===== src/design/tlvx_pkg.sv =====
// Shared types and constants for the TLV record value extractor.
// Used by the configuration, scanner, result queue and top-level files.
package tlvx_pkg;

  localparam int CFG_AW = 4;
  localparam int CFG_DW = 32;

  // Register indexes on the configuration port (byte address = 4 * index).
  localparam logic [1:0] REG_TAG_FIRST    = 2'd0;
  localparam logic [1:0] REG_TAG_SECOND   = 2'd1;
  localparam logic [1:0] REG_LENGTH_MODE  = 2'd2;
  localparam logic [1:0] REG_LENGTH_BOUND = 2'd3;

  // Scan phases.
  localparam logic [1:0] PH_HEADER = 2'd0;
  localparam logic [1:0] PH_VALUE  = 2'd1;
  localparam logic [1:0] PH_SKIP   = 2'd2;
  localparam logic [1:0] PH_DRAIN  = 2'd3;

  // Header byte positions: tag low, tag high, length low, length high.
  localparam logic [1:0] HDR_TAG0 = 2'd0;
  localparam logic [1:0] HDR_TAG1 = 2'd1;
  localparam logic [1:0] HDR_LEN0 = 2'd2;
  localparam logic [1:0] HDR_LEN1 = 2'd3;

  typedef struct packed {
    logic [7:0]  tag_first;
    logic [7:0]  tag_second;
    logic        length_mode;
    logic [15:0] length_bound;
  } cfg_t;

  typedef struct packed {
    logic [7:0]  value_byte;
    logic        is_value;
    logic        done_res;
    logic        found;
    logic [15:0] record_length;
  } res_t;

endpackage


===== src/design/tlvx_cfg.sv =====
// Configuration register file with an APB-style access port.
// Depends on tlvx_pkg for the register indexes and the cfg_t struct.
module tlvx_cfg (
  input  logic                       clk,
  input  logic                       rst_n,
  input  logic                       psel,
  input  logic                       penable,
  input  logic                       pwrite,
  input  logic [tlvx_pkg::CFG_AW-1:0] paddr,
  input  logic [tlvx_pkg::CFG_DW-1:0] pwdata,
  output logic [tlvx_pkg::CFG_DW-1:0] prdata,
  output tlvx_pkg::cfg_t             cfg
);
  import tlvx_pkg::*;

  cfg_t       cfg_r;
  logic [1:0] reg_idx;
  logic       wr_en;

  assign reg_idx = paddr[CFG_AW-1:2];
  assign wr_en   = psel && penable && pwrite;
  assign cfg     = cfg_r;

  always_ff @(posedge clk) begin
    if (!rst_n) begin
      cfg_r.tag_first    <= 8'd0;
      cfg_r.tag_second   <= 8'd0;
      cfg_r.length_mode  <= 1'b0;
      cfg_r.length_bound <= 16'd1;
    end else if (wr_en) begin
      unique case (reg_idx)
        REG_TAG_FIRST:    cfg_r.tag_first    <= pwdata[7:0];
        REG_TAG_SECOND:   cfg_r.tag_second   <= pwdata[7:0];
        REG_LENGTH_MODE:  cfg_r.length_mode  <= pwdata[0];
        REG_LENGTH_BOUND: cfg_r.length_bound <= pwdata[15:0];
        default: ;
      endcase
    end
  end

  always_comb begin
    prdata = '0;
    unique case (reg_idx)
      REG_TAG_FIRST:    prdata[7:0]  = cfg_r.tag_first;
      REG_TAG_SECOND:   prdata[7:0]  = cfg_r.tag_second;
      REG_LENGTH_MODE:  prdata[0]    = cfg_r.length_mode;
      REG_LENGTH_BOUND: prdata[15:0] = cfg_r.length_bound;
      default: ;
    endcase
  end

endmodule


===== src/design/tlvx_scan.sv =====
// Per-byte TLV scanner: header parsing, tag and length match, value and skip counting.
// Depends on tlvx_pkg for phase codes and the cfg_t and res_t structs.
module tlvx_scan (
  input  logic           clk,
  input  logic           rst_n,
  input  tlvx_pkg::cfg_t cfg,
  input  logic           step,
  input  logic [7:0]     data_byte,
  input  logic           last_in_buffer,
  output logic           res_valid,
  output tlvx_pkg::res_t res
);
  import tlvx_pkg::*;

  logic [1:0]  phase_r, phase_nxt;
  logic [1:0]  hdr_cnt_r, hdr_cnt_nxt;
  logic        tag_match_r, tag_match_nxt;
  logic [7:0]  len_lo_r, len_lo_nxt;
  logic [15:0] held_len_r, held_len_nxt;
  logic [15:0] remain_r, remain_nxt;

  logic [15:0] hdr_len;
  logic        len_ok;
  logic [15:0] remain_dec;

  assign hdr_len    = {data_byte, len_lo_r};
  assign len_ok     = cfg.length_mode ? (hdr_len <= cfg.length_bound)
                                      : (hdr_len == cfg.length_bound);
  assign remain_dec = (remain_r != 16'd0) ? remain_r - 16'd1 : remain_r;

  always_comb begin
    phase_nxt     = phase_r;
    hdr_cnt_nxt   = hdr_cnt_r;
    tag_match_nxt = tag_match_r;
    len_lo_nxt    = len_lo_r;
    held_len_nxt  = held_len_r;
    remain_nxt    = remain_r;
    res_valid     = 1'b0;
    res           = '0;

    unique case (phase_r)
      PH_HEADER: begin
        if (last_in_buffer) begin
          // The buffer ended inside a header.
          hdr_cnt_nxt   = HDR_TAG0;
          tag_match_nxt = 1'b0;
          res_valid     = 1'b1;
          res.done_res  = 1'b1;
        end else begin
          unique case (hdr_cnt_r)
            HDR_TAG0: begin
              tag_match_nxt = (data_byte == cfg.tag_first);
              hdr_cnt_nxt   = HDR_TAG1;
            end
            HDR_TAG1: begin
              tag_match_nxt = tag_match_r && (data_byte == cfg.tag_second);
              hdr_cnt_nxt   = HDR_LEN0;
            end
            HDR_LEN0: begin
              len_lo_nxt  = data_byte;
              hdr_cnt_nxt = HDR_LEN1;
            end
            HDR_LEN1: begin
              held_len_nxt  = hdr_len;
              hdr_cnt_nxt   = HDR_TAG0;
              tag_match_nxt = 1'b0;
              if (tag_match_r && len_ok) begin
                if (hdr_len == 16'd0) begin
                  // An empty matching record is reported right away.
                  phase_nxt     = PH_DRAIN;
                  res_valid     = 1'b1;
                  res.done_res  = 1'b1;
                  res.found     = 1'b1;
                end else begin
                  phase_nxt  = PH_VALUE;
                  remain_nxt = hdr_len;
                end
              end else if (hdr_len != 16'd0) begin
                phase_nxt  = PH_SKIP;
                remain_nxt = hdr_len;
              end
            end
            default: ;
          endcase
        end
      end

      PH_VALUE: begin
        remain_nxt     = remain_dec;
        res_valid      = 1'b1;
        res.value_byte = data_byte;
        res.is_value   = 1'b1;
        if (remain_dec == 16'd0) begin
          res.done_res      = 1'b1;
          res.found         = 1'b1;
          res.record_length = held_len_r;
          if (last_in_buffer) begin
            phase_nxt     = PH_HEADER;
            hdr_cnt_nxt   = HDR_TAG0;
            tag_match_nxt = 1'b0;
          end else begin
            phase_nxt = PH_DRAIN;
          end
        end else if (last_in_buffer) begin
          // The value runs past the end of the buffer.
          res.done_res  = 1'b1;
          phase_nxt     = PH_HEADER;
          hdr_cnt_nxt   = HDR_TAG0;
          tag_match_nxt = 1'b0;
        end
      end

      PH_SKIP: begin
        remain_nxt = remain_dec;
        if (last_in_buffer) begin
          res_valid     = 1'b1;
          res.done_res  = 1'b1;
          phase_nxt     = PH_HEADER;
          hdr_cnt_nxt   = HDR_TAG0;
          tag_match_nxt = 1'b0;
        end else if (remain_dec == 16'd0) begin
          phase_nxt     = PH_HEADER;
          hdr_cnt_nxt   = HDR_TAG0;
          tag_match_nxt = 1'b0;
        end
      end

      PH_DRAIN: begin
        if (last_in_buffer) begin
          phase_nxt     = PH_HEADER;
          hdr_cnt_nxt   = HDR_TAG0;
          tag_match_nxt = 1'b0;
        end
      end

      default: ;
    endcase
  end

  always_ff @(posedge clk) begin
    if (!rst_n) begin
      phase_r     <= PH_HEADER;
      hdr_cnt_r   <= HDR_TAG0;
      tag_match_r <= 1'b0;
      len_lo_r    <= 8'd0;
      held_len_r  <= 16'd0;
      remain_r    <= 16'd0;
    end else if (step) begin
      phase_r     <= phase_nxt;
      hdr_cnt_r   <= hdr_cnt_nxt;
      tag_match_r <= tag_match_nxt;
      len_lo_r    <= len_lo_nxt;
      held_len_r  <= held_len_nxt;
      remain_r    <= remain_nxt;
    end
  end

endmodule


===== src/design/tlvx_outq.sv =====
// Two-entry result queue: an output register plus a skid entry.
// Depends on tlvx_pkg for the res_t struct.
module tlvx_outq (
  input  logic           clk,
  input  logic           rst_n,
  input  logic           push,
  input  tlvx_pkg::res_t din,
  output logic           has_space,
  output logic           out_valid,
  input  logic           out_ready,
  output tlvx_pkg::res_t dout
);
  import tlvx_pkg::*;

  res_t       head_r;
  res_t       skid_r;
  logic [1:0] cnt_r;
  logic       pop;

  assign out_valid = (cnt_r != 2'd0);
  assign has_space = (cnt_r != 2'd2);
  assign dout      = head_r;
  assign pop       = out_valid && out_ready;

  always_ff @(posedge clk) begin
    if (pop) begin
      if (cnt_r == 2'd2) begin
        head_r <= skid_r;
        if (push) begin
          skid_r <= din;
        end
      end else if (push) begin
        head_r <= din;
      end
    end else if (push) begin
      if (cnt_r == 2'd0) begin
        head_r <= din;
      end else begin
        skid_r <= din;
      end
    end
  end

  always_ff @(posedge clk) begin
    if (!rst_n) begin
      cnt_r <= 2'd0;
    end else if (push && !pop) begin
      cnt_r <= cnt_r + 2'd1;
    end else if (pop && !push) begin
      cnt_r <= cnt_r - 2'd1;
    end
  end

endmodule


===== src/design/tlv_record_value_extractor.sv =====
// TLV record value extractor.
//
// Input channel (in_valid/in_ready): one buffer byte per request, with
// in_last_in_buffer marking the final byte of a buffer. The block scans for
// the first record whose two tag bytes and 16-bit little-endian length match
// the configuration, forwards its value bytes, and ends the search with a
// done result that says found (with the length) or not found.
// Output channel (out_valid/out_ready): at most one result per input byte.
// A byte is captured in the input register; the scanner handles it from
// there when the result queue has space and writes its result into the queue.
// Throughput is one byte per cycle while the result queue has space.
// A two-entry result queue lets the block keep taking bytes while one result
// waits; when the receiver stalls, the queue fills and in_ready drops.
// Reset (synchronous, rst_n low) sets the registers to their defaults
// (length_bound = 1, others 0), empties the pipeline and restarts the scan.
// Configuration is written through psel/penable/pwrite/paddr/pwdata and
// takes effect at once; write it only while no request is in flight.
// Depends on tlvx_pkg, tlvx_cfg, tlvx_scan and tlvx_outq.
module tlv_record_value_extractor (
  input  logic                        clk,
  input  logic                        rst_n,
  input  logic                        psel,
  input  logic                        penable,
  input  logic                        pwrite,
  input  logic [tlvx_pkg::CFG_AW-1:0] paddr,
  input  logic [tlvx_pkg::CFG_DW-1:0] pwdata,
  output logic [tlvx_pkg::CFG_DW-1:0] prdata,
  output logic                        pready,
  input  logic                        in_valid,
  output logic                        in_ready,
  input  logic [7:0]                  in_data_byte,
  input  logic                        in_last_in_buffer,
  output logic                        out_valid,
  input  logic                        out_ready,
  output logic [7:0]                  out_value_byte,
  output logic                        out_is_value,
  output logic                        out_done_res,
  output logic                        out_found,
  output logic [15:0]                 out_record_length
);
  import tlvx_pkg::*;

  cfg_t       cfg;
  logic       s1_valid_r;
  logic [7:0] s1_byte_r;
  logic       s1_last_r;
  logic       s1_fire;
  logic       q_space;
  logic       res_valid;
  res_t       res;
  res_t       q_out;

  assign pready   = 1'b1;
  assign s1_fire  = s1_valid_r && q_space;
  assign in_ready = !s1_valid_r || s1_fire;

  tlvx_cfg u_cfg (
    .clk     (clk),
    .rst_n   (rst_n),
    .psel    (psel),
    .penable (penable),
    .pwrite  (pwrite),
    .paddr   (paddr),
    .pwdata  (pwdata),
    .prdata  (prdata),
    .cfg     (cfg)
  );

  // Input register.
  always_ff @(posedge clk) begin
    if (!rst_n) begin
      s1_valid_r <= 1'b0;
    end else if (in_ready) begin
      s1_valid_r <= in_valid;
    end
  end

  always_ff @(posedge clk) begin
    if (in_valid && in_ready) begin
      s1_byte_r <= in_data_byte;
      s1_last_r <= in_last_in_buffer;
    end
  end

  tlvx_scan u_scan (
    .clk            (clk),
    .rst_n          (rst_n),
    .cfg            (cfg),
    .step           (s1_fire),
    .data_byte      (s1_byte_r),
    .last_in_buffer (s1_last_r),
    .res_valid      (res_valid),
    .res            (res)
  );

  tlvx_outq u_outq (
    .clk       (clk),
    .rst_n     (rst_n),
    .push      (s1_fire && res_valid),
    .din       (res),
    .has_space (q_space),
    .out_valid (out_valid),
    .out_ready (out_ready),
    .dout      (q_out)
  );

  assign out_value_byte    = q_out.value_byte;
  assign out_is_value      = q_out.is_value;
  assign out_done_res      = q_out.done_res;
  assign out_found         = q_out.found;
  assign out_record_length = q_out.record_length;

  // A held input byte must stay put until the scanner takes it.
  a_s1_hold: assert property (@(posedge clk) disable iff (!rst_n)
    s1_valid_r && !s1_fire |=> s1_valid_r && $stable(s1_byte_r) && $stable(s1_last_r))
    else $error("input register lost or changed a waiting byte");

  // An empty input register always takes a new byte.
  a_ready_when_empty: assert property (@(posedge clk) disable iff (!rst_n)
    !s1_valid_r |-> in_ready)
    else $error("input not ready with an empty input register");

  // A found status only comes with the end of the search.
  a_found_done: assert property (@(posedge clk) disable iff (!rst_n)
    out_valid && out_found |-> out_done_res)
    else $error("found reported without done");

  // Non-value results carry a zero value byte.
  a_value_zero: assert property (@(posedge clk) disable iff (!rst_n)
    out_valid && !out_is_value |-> out_value_byte == 8'd0)
    else $error("value byte set on a status-only result");

endmodule


===== config.mk =====
export PLATFORM = sky130hd
export DESIGN_NAME = tlv_record_value_extractor
export DESIGN_NICKNAME = d
export VERILOG_FILES = /design/src/design/tlvx_pkg.sv /design/src/design/tlvx_cfg.sv /design/src/design/tlvx_scan.sv /design/src/design/tlvx_outq.sv /design/src/design/tlv_record_value_extractor.sv
export SDC_FILE = /design/constraint.sdc
export NUM_CORES = 1
export LEC_CHECK = 0
export ABC_CLOCK_PERIOD_IN_PS = 12500
export BUFFER_PORTS_ARGS = -buffer_cell sky130_fd_sc_hd__buf_2
export CAP_MARGIN = 20
export CORE_ASPECT_RATIO = 1.5
export CORE_MARGIN = 3
export CORE_UTILIZATION = 48
export DETAILED_ROUTE_END_ITERATION = 16
export HOLD_SLACK_MARGIN = 0.08
export PLACE_DENSITY = 0.7
export SLEW_MARGIN = 20
export SYNTH_ARGS = -nofsm -noshare
export SYNTH_HDL_FRONTEND = slang
export SYNTH_SLANG_ARGS = --single-unit

===== constraint.sdc =====
create_clock -name clk -period 12.5 [get_ports clk]
set_input_delay 1.875 -clock clk [delete_from_list [all_inputs] [get_ports clk]]
set_output_delay 1.875 -clock clk [all_outputs]
set_load 0.05 [all_outputs]

# Yosys cells after proc, flatten, opt, wreduce, memory -nomap -nowiden
# Cells that the tools add are included.
[totals]
elab_cells = 154
out_inout_bits = 62
regBits = 144
[classes]
magnitude_cmp = 1
reduce_logical = 42
addsub = 3
mux = 60
eq_ne = 23
bitwise = 1
[op_table]
columns = ["cell", "n"]
rows = [
  ["$mux W27", 9],
  ["$mux W16", 7],
  ["$mux W2", 17],
  ["$logic_not A16 Y1", 2],
  ["$pmux W16 S2", 1],
  ["$reduce_bool A16 Y1", 2],
  ["$pmux W7 S3", 1],
  ["$mux W17", 1],
  ["$eq A16 B16 Y1", 1],
  ["$eq A8 B8 Y1", 2],
  ["$le A16 B16 Y1", 1],
  ["$pmux W2 S4", 2],
  ["$sub A16 B1 Y16 const B", 1],
  ["$eq A2 B2 Y1 const B", 7],
  ["$mux W1", 13],
  ["$pmux W1 S3", 4],
  ["$reduce_and A4 Y1", 3],
  ["$reduce_bool A2 Y1", 6],
  ["$logic_and A1 B1 Y1", 10],
  ["$mux W9", 1],
  ["$reduce_and A3 Y1", 3],
  ["$logic_not A2 Y1", 4],
  ["$mux W8", 1],
  ["$ne A2 B2 Y1 const B", 4],
  ["other kinds (18)", 27],
]

# Depth between registers and ports, before layout
[logic_depth]
ltp_word = 12
mapped_depth = 15
ltp_nobuf = 15

# By module
# A second synthesis with hierarchy kept.
[unflattened]
hier_cells = 767
area_unflattened_um2 = 7682.4
[by_module_without_submodules]
columns = ["mod", "seq_area_each_um2", "cells_per_inst", "area_per_inst_um2", "n_inst"]
rows = [
  ["tlvx_scan", 900.9, 461, 3489.6, 1],
  ["tlvx_outq", 1661.6, 106, 2212.1, 1],
  ["tlvx_cfg", 660.6, 182, 1626.6, 1],
  ["tlv_record_value_extractor", 290.3, 18, 354.1, 1],
]

# Least setup slack after synthesis
# OpenSTA, ideal clock, no wires.
[synth_timing]
kind = "input to output"
start = "input paddr[2] in the netlist's numbering"
end = "output prdata[1] in the netlist's numbering"
arrival_time_ps = 3216
cell_stages = 3
required_time_ps = 10625
n_path_buf = 1
path_slack_ps = 7409
cell_sequence = "buf_1 > mux2i_1 > o22ai_1"
[synth_between]
elab_chain_cells = 2
elab_cells_between_ends = 4
cone_classes = "2 x eq/ne; 1 x mux; 1 x reduce/logical"
[synth_rtl]
columns = ["element", "line", "rtl"]
rows = [
  ["start: declaration", "tlv_record_value_extractor.sv:25", "input logic [tlvx_pkg::CFG_AW-1:0] paddr,"],
  ["$eq A2 B2 Y1, or another cell as far along", "tlvx_cfg.sv:43", "unique case (reg_idx)"],
  ["$pmux W7 S3 *", "tlvx_cfg.sv:43", ""],
  ["end: declaration", "tlv_record_value_extractor.sv:27", "output logic [tlvx_pkg::CFG_DW-1:0] prdata,"],
]
# Every way passes the cells marked *; elsewhere a longest branch is shown, timed or not.

# Worst setup path after layout
[layout_timing]
start = "input paddr[2] in the netlist's numbering"
end = "output prdata[2] in the netlist's numbering"
# The elaborated chain is that of the path after synthesis.

==> summary.txt <==
OUTCOME
--------------------------------------------------------------------------------------
Run status                                                                complete, no violations

YOSYS
--------------------------------------------------------------------------------------
FF+latch count, synth                                                              144
Post-synth EDFFs                                                                    63
Number of warnings issued by yosys                                                   0
Gate count after technology mapping                                                764
Share of synthesized registers carrying an async set or reset                       0%
Mean instance size in the synthesized netlist                                 9.72 µm²
Sequential share of the synthesized area                                         47.3%
Area of the mapped netlist                                                    7430 µm²
Number of distinct standard cells referenced by the synthesized netlist             69
Most frequently used flop master after synthesis                               dfxtp_1

WORST SETUP PATH
--------------------------------------------------------------------------------------
Arrival @ worst endpoint                                                       3.26 ns
Worst Path Required                                                           10.62 ns
Worst-path cell with the longest stage delay                                   nand2_1
CP Capture Type                                                            output port
Slack of the worst reg-to-reg path                                             8.79 ns
Worst path top cell family by delay                                       buffers and inverters
Source of the worst register-to-register timing path                      s1_byte_r[1]
Reg2reg path depth                                                                  10
R2R Path End                                                              u_outq.dout[3]
Largest stage delay, worst path                                                0.43 ns
Type of origin of the critical path                                          input pin
Number of buffer and inverter instances along the worst setup path                   2
Peak fanout along the critical path                                                 17
Dominant cell type by count on the critical path                                 buf_2
Critical path type                                                        input pin to output port
Cell Chain, Critical Path                                                 buf_2 -> nand2_1 -> o22ai_1 -> buf_2

CTS
--------------------------------------------------------------------------------------
Num CTS Buffers                                                                     17
Clock insertion delay at the later pin of the skew report                      0.42 ns
Clock-pin transition on the worst setup and hold timing paths                  0.06 ns
Number of sinks handled by clock tree synthesis                                    144
Number of hold buffers added after cts                                               0
Count of cells resized by post-cts repair                                            0
Clk root buf                                                                 clkbuf_16
CTS tree                                                                          done
Post-CTS setup-driven buffer insertion count                                         0
Number of levels in the clock H-tree                                                 4
Clk buf depth                                                                        2

TIMING
--------------------------------------------------------------------------------------
Period minus WS final                                                          5.13 ns
Slew at the pin closest to its max-slew limit                                  1.07 ns
Layout Skew                                                                  0.0123 ns
Setup repair after global routing missed its margin                                 no
Final clock period utilization by the worst path                                 41.1%
Final number of max-transition violations                                            0
Sum Neg Setup Slack                                                               0 ns
Final setup violation count                                                          0
Achievable frequency                                                           195 MHz
Final Hold Fails                                                                     0
Relative max-transition margin                                                   28.4%
Worst-case hold slack                                                         0.452 ns

FLOORPLAN
--------------------------------------------------------------------------------------
Placeable Area                                                               15100 µm²
Top Ports                                                                          114
Floorplan die width                                                             108 µm
Full die area                                                                17000 µm²
Starting Density                                                                 49.0%
Y dimension of the die                                                          158 µm
Site row count                                                                      55

PLACED DESIGN
--------------------------------------------------------------------------------------
Total instance count after detailed placement                                      998
Buffers added on ports                                                              78
Routability Congestion                                                           0.896
Half-perimeter wire length after detailed placement                           11800 µm

FINISH
--------------------------------------------------------------------------------------
Register Area                                                                 3510 µm²
Share of layout cells above drive strength 1                                     20.5%
Highest-count cells in the layout ignoring fill and taps                  89 x nand2_1, 81 x dfxtp_1, 78 x buf_2, 68 x nor2_1, 63 x edfxtp_1
# fillers                                                                         1356
Final standard cell utilization of the core                                      55.8%
Commonest non-fill, non-tap cell in the layout                                 nand2_1
Area taken by multi-input logic gates                                         3530 µm²
Synthesis-to-layout area growth                                                  13.7%
Number of antenna diodes                                                             0
Post-layout net count                                                              897
Final Non-Filler Cells                                                            1030

POWER AND IR DROP
--------------------------------------------------------------------------------------
Cell area power density                                                     139 nW/µm²
Static leakage                                                                 3.42 nW
Peak supply drop                                                           0.0000863 V

GLOBAL ROUTE
--------------------------------------------------------------------------------------
Number of antenna violations at the first check in global routing                    0
Overall fraction of global-route tracks in use                                   21.1%
Global route total overflow                                                          0
Via count of the first global-routing pass                                        5596
Pin count of the biggest net entering global routing                                65
First-pass GRT wire length                                                    28300 µm

ROUTING
--------------------------------------------------------------------------------------
Routed WL per cell                                                             16.9 µm
Iteration-0 DRC Markers                                                            443
Total wire length after detailed routing                                      17400 µm
Drt first pass iters                                                                 5
Number of nets with antenna violations after detailed routing                        0
Routed vias/inst                                                                  5.60
Via count                                                                         5764
DRC violations left                                                                  0

FLOW RUN
--------------------------------------------------------------------------------------
MaxCap Viol Count                                                                    0

HOLD PATH
--------------------------------------------------------------------------------------
Hold path start                                                           u_scan.held_len_r[9]
Hold Path Stages                                                                     2
Worst hold endpoint                                                       u_scan.held_len_r[9]
Type of the tightest min-delay check                                      flop to flop

## tightest hold or removal path: stages (launching register included)
cell and delay (ns):
dfxtp_1 0.31, nand2_1 0.05, a21oi_1 0.05
## power breakdown
part           internal [mW]  switching [mW]
Combinational         0.0413          0.0895
Sequential             0.511          0.0161
Clock                  0.301           0.215
## stage by stage
step	instance area, µm²	setup WS [ns]	total power [mW]
after floorplan	7480	7.41	0.637
final	8440	7.37	1.17
after CTS	8440	7.41	1.18
after global placement	7840	7.38	0.666
after detailed placement	7840	7.42	0.668
after global routing	8440	7.27	1.21
## metal layers
metal  GRT usage, %  wire (µm)  vias to the layer above
met5              0          0                        -
met4           8.78        411                        0
met3           3.65        894                       32
met2           36.8       8890                      192
met1           25.6       7220                     2752
li1               -          -                     2788
## synthesized netlist by cell type (3+ instances only)
cell type  instances  area (µm²)
nor4_1            12        75.1
xnor2_1            6        52.6
and2_1            14        87.6
ha_1              27         338
o21a_1             5        37.5
nor3_1             9        45.0
edfxtp_1          63        1890
a21oi_1           60         300
or2_2              4        25.0
nor3b_1            3        22.5
a21o_1             5        37.5
mux2_2            27         304
inv_1             32         120
nor2b_1           14        87.6
a211oi_1           9        67.6
o21ai_0           14        70.1
mux2i_1           36         360
buf_1              3        11.3
dfxtp_1           81        1620
nor2_1            68         255
clkbuf_1          33         124
nor4_2             3        37.5
nand2_1           89         334
o22ai_1           10        62.6
xor2_1            13         114
and3_1            20         125
nand2b_1           3        18.8
nand3_1           11        55.1
a31oi_1            5        31.3
buf_4             23         173
nand4_1           10        62.6
o31a_1             3        26.3
## registers in the layout (all words and copies together), names as in the netlist
| signal | flops |
|---|---|
| u_outq.skid_r | 27 |
| u_scan.hdr_cnt_r | 2 |
| s1_valid_r | 1 |
| u_cfg.cfg | 33 |
| u_scan.tag_match_r | 1 |
| u_scan.phase_r | 2 |
| u_scan.len_lo_r | 8 |
| u_outq.cnt_r | 2 |
| u_scan.remain_r | 16 |
| s1_last_r | 1 |
| u_scan.held_len_r | 16 |
| s1_byte_r | 8 |
| u_outq.dout | 27 |
## how the worst max path moves through the flow
stage | from | end | slack [ns] | cells past startpoint
after global placement | paddr[2] | prdata[2] | 7.38 | 4
after floorplan | paddr[2] | prdata[1] | 7.41 | 3
after detailed placement | paddr[2] | prdata[2] | 7.42 | 4
after CTS | paddr[2] | prdata[2] | 7.41 | 4
after global routing | paddr[2] | prdata[1] | 7.27 | 4
final | paddr[2] | prdata[2] | 7.37 | 4
## cell type report
class	count	area share, %
multi-input cells	539	41.8
flip-flops and latches	144	41.6
repair buffers	84	5.16
clock buffers	17	5.04
well taps	199	2.95
clock inverters	15	2.07
inverters	32	1.42
## cell families after synthesis
kind of cell	after synthesis	synth area share (%)
AO/OA/AOI/OAI	135	11.6
XOR/XNOR	19	2.24
adder cells (fa/ha/maj)	27	4.55
buffers and inverters	96	6.18
flip-flops	144	47.3
multiplexers	64	9.25
other	2	0.101
AND/OR/NAND/NOR	277	18.8
No activity file was read; power rests on OpenSTA's default activity.
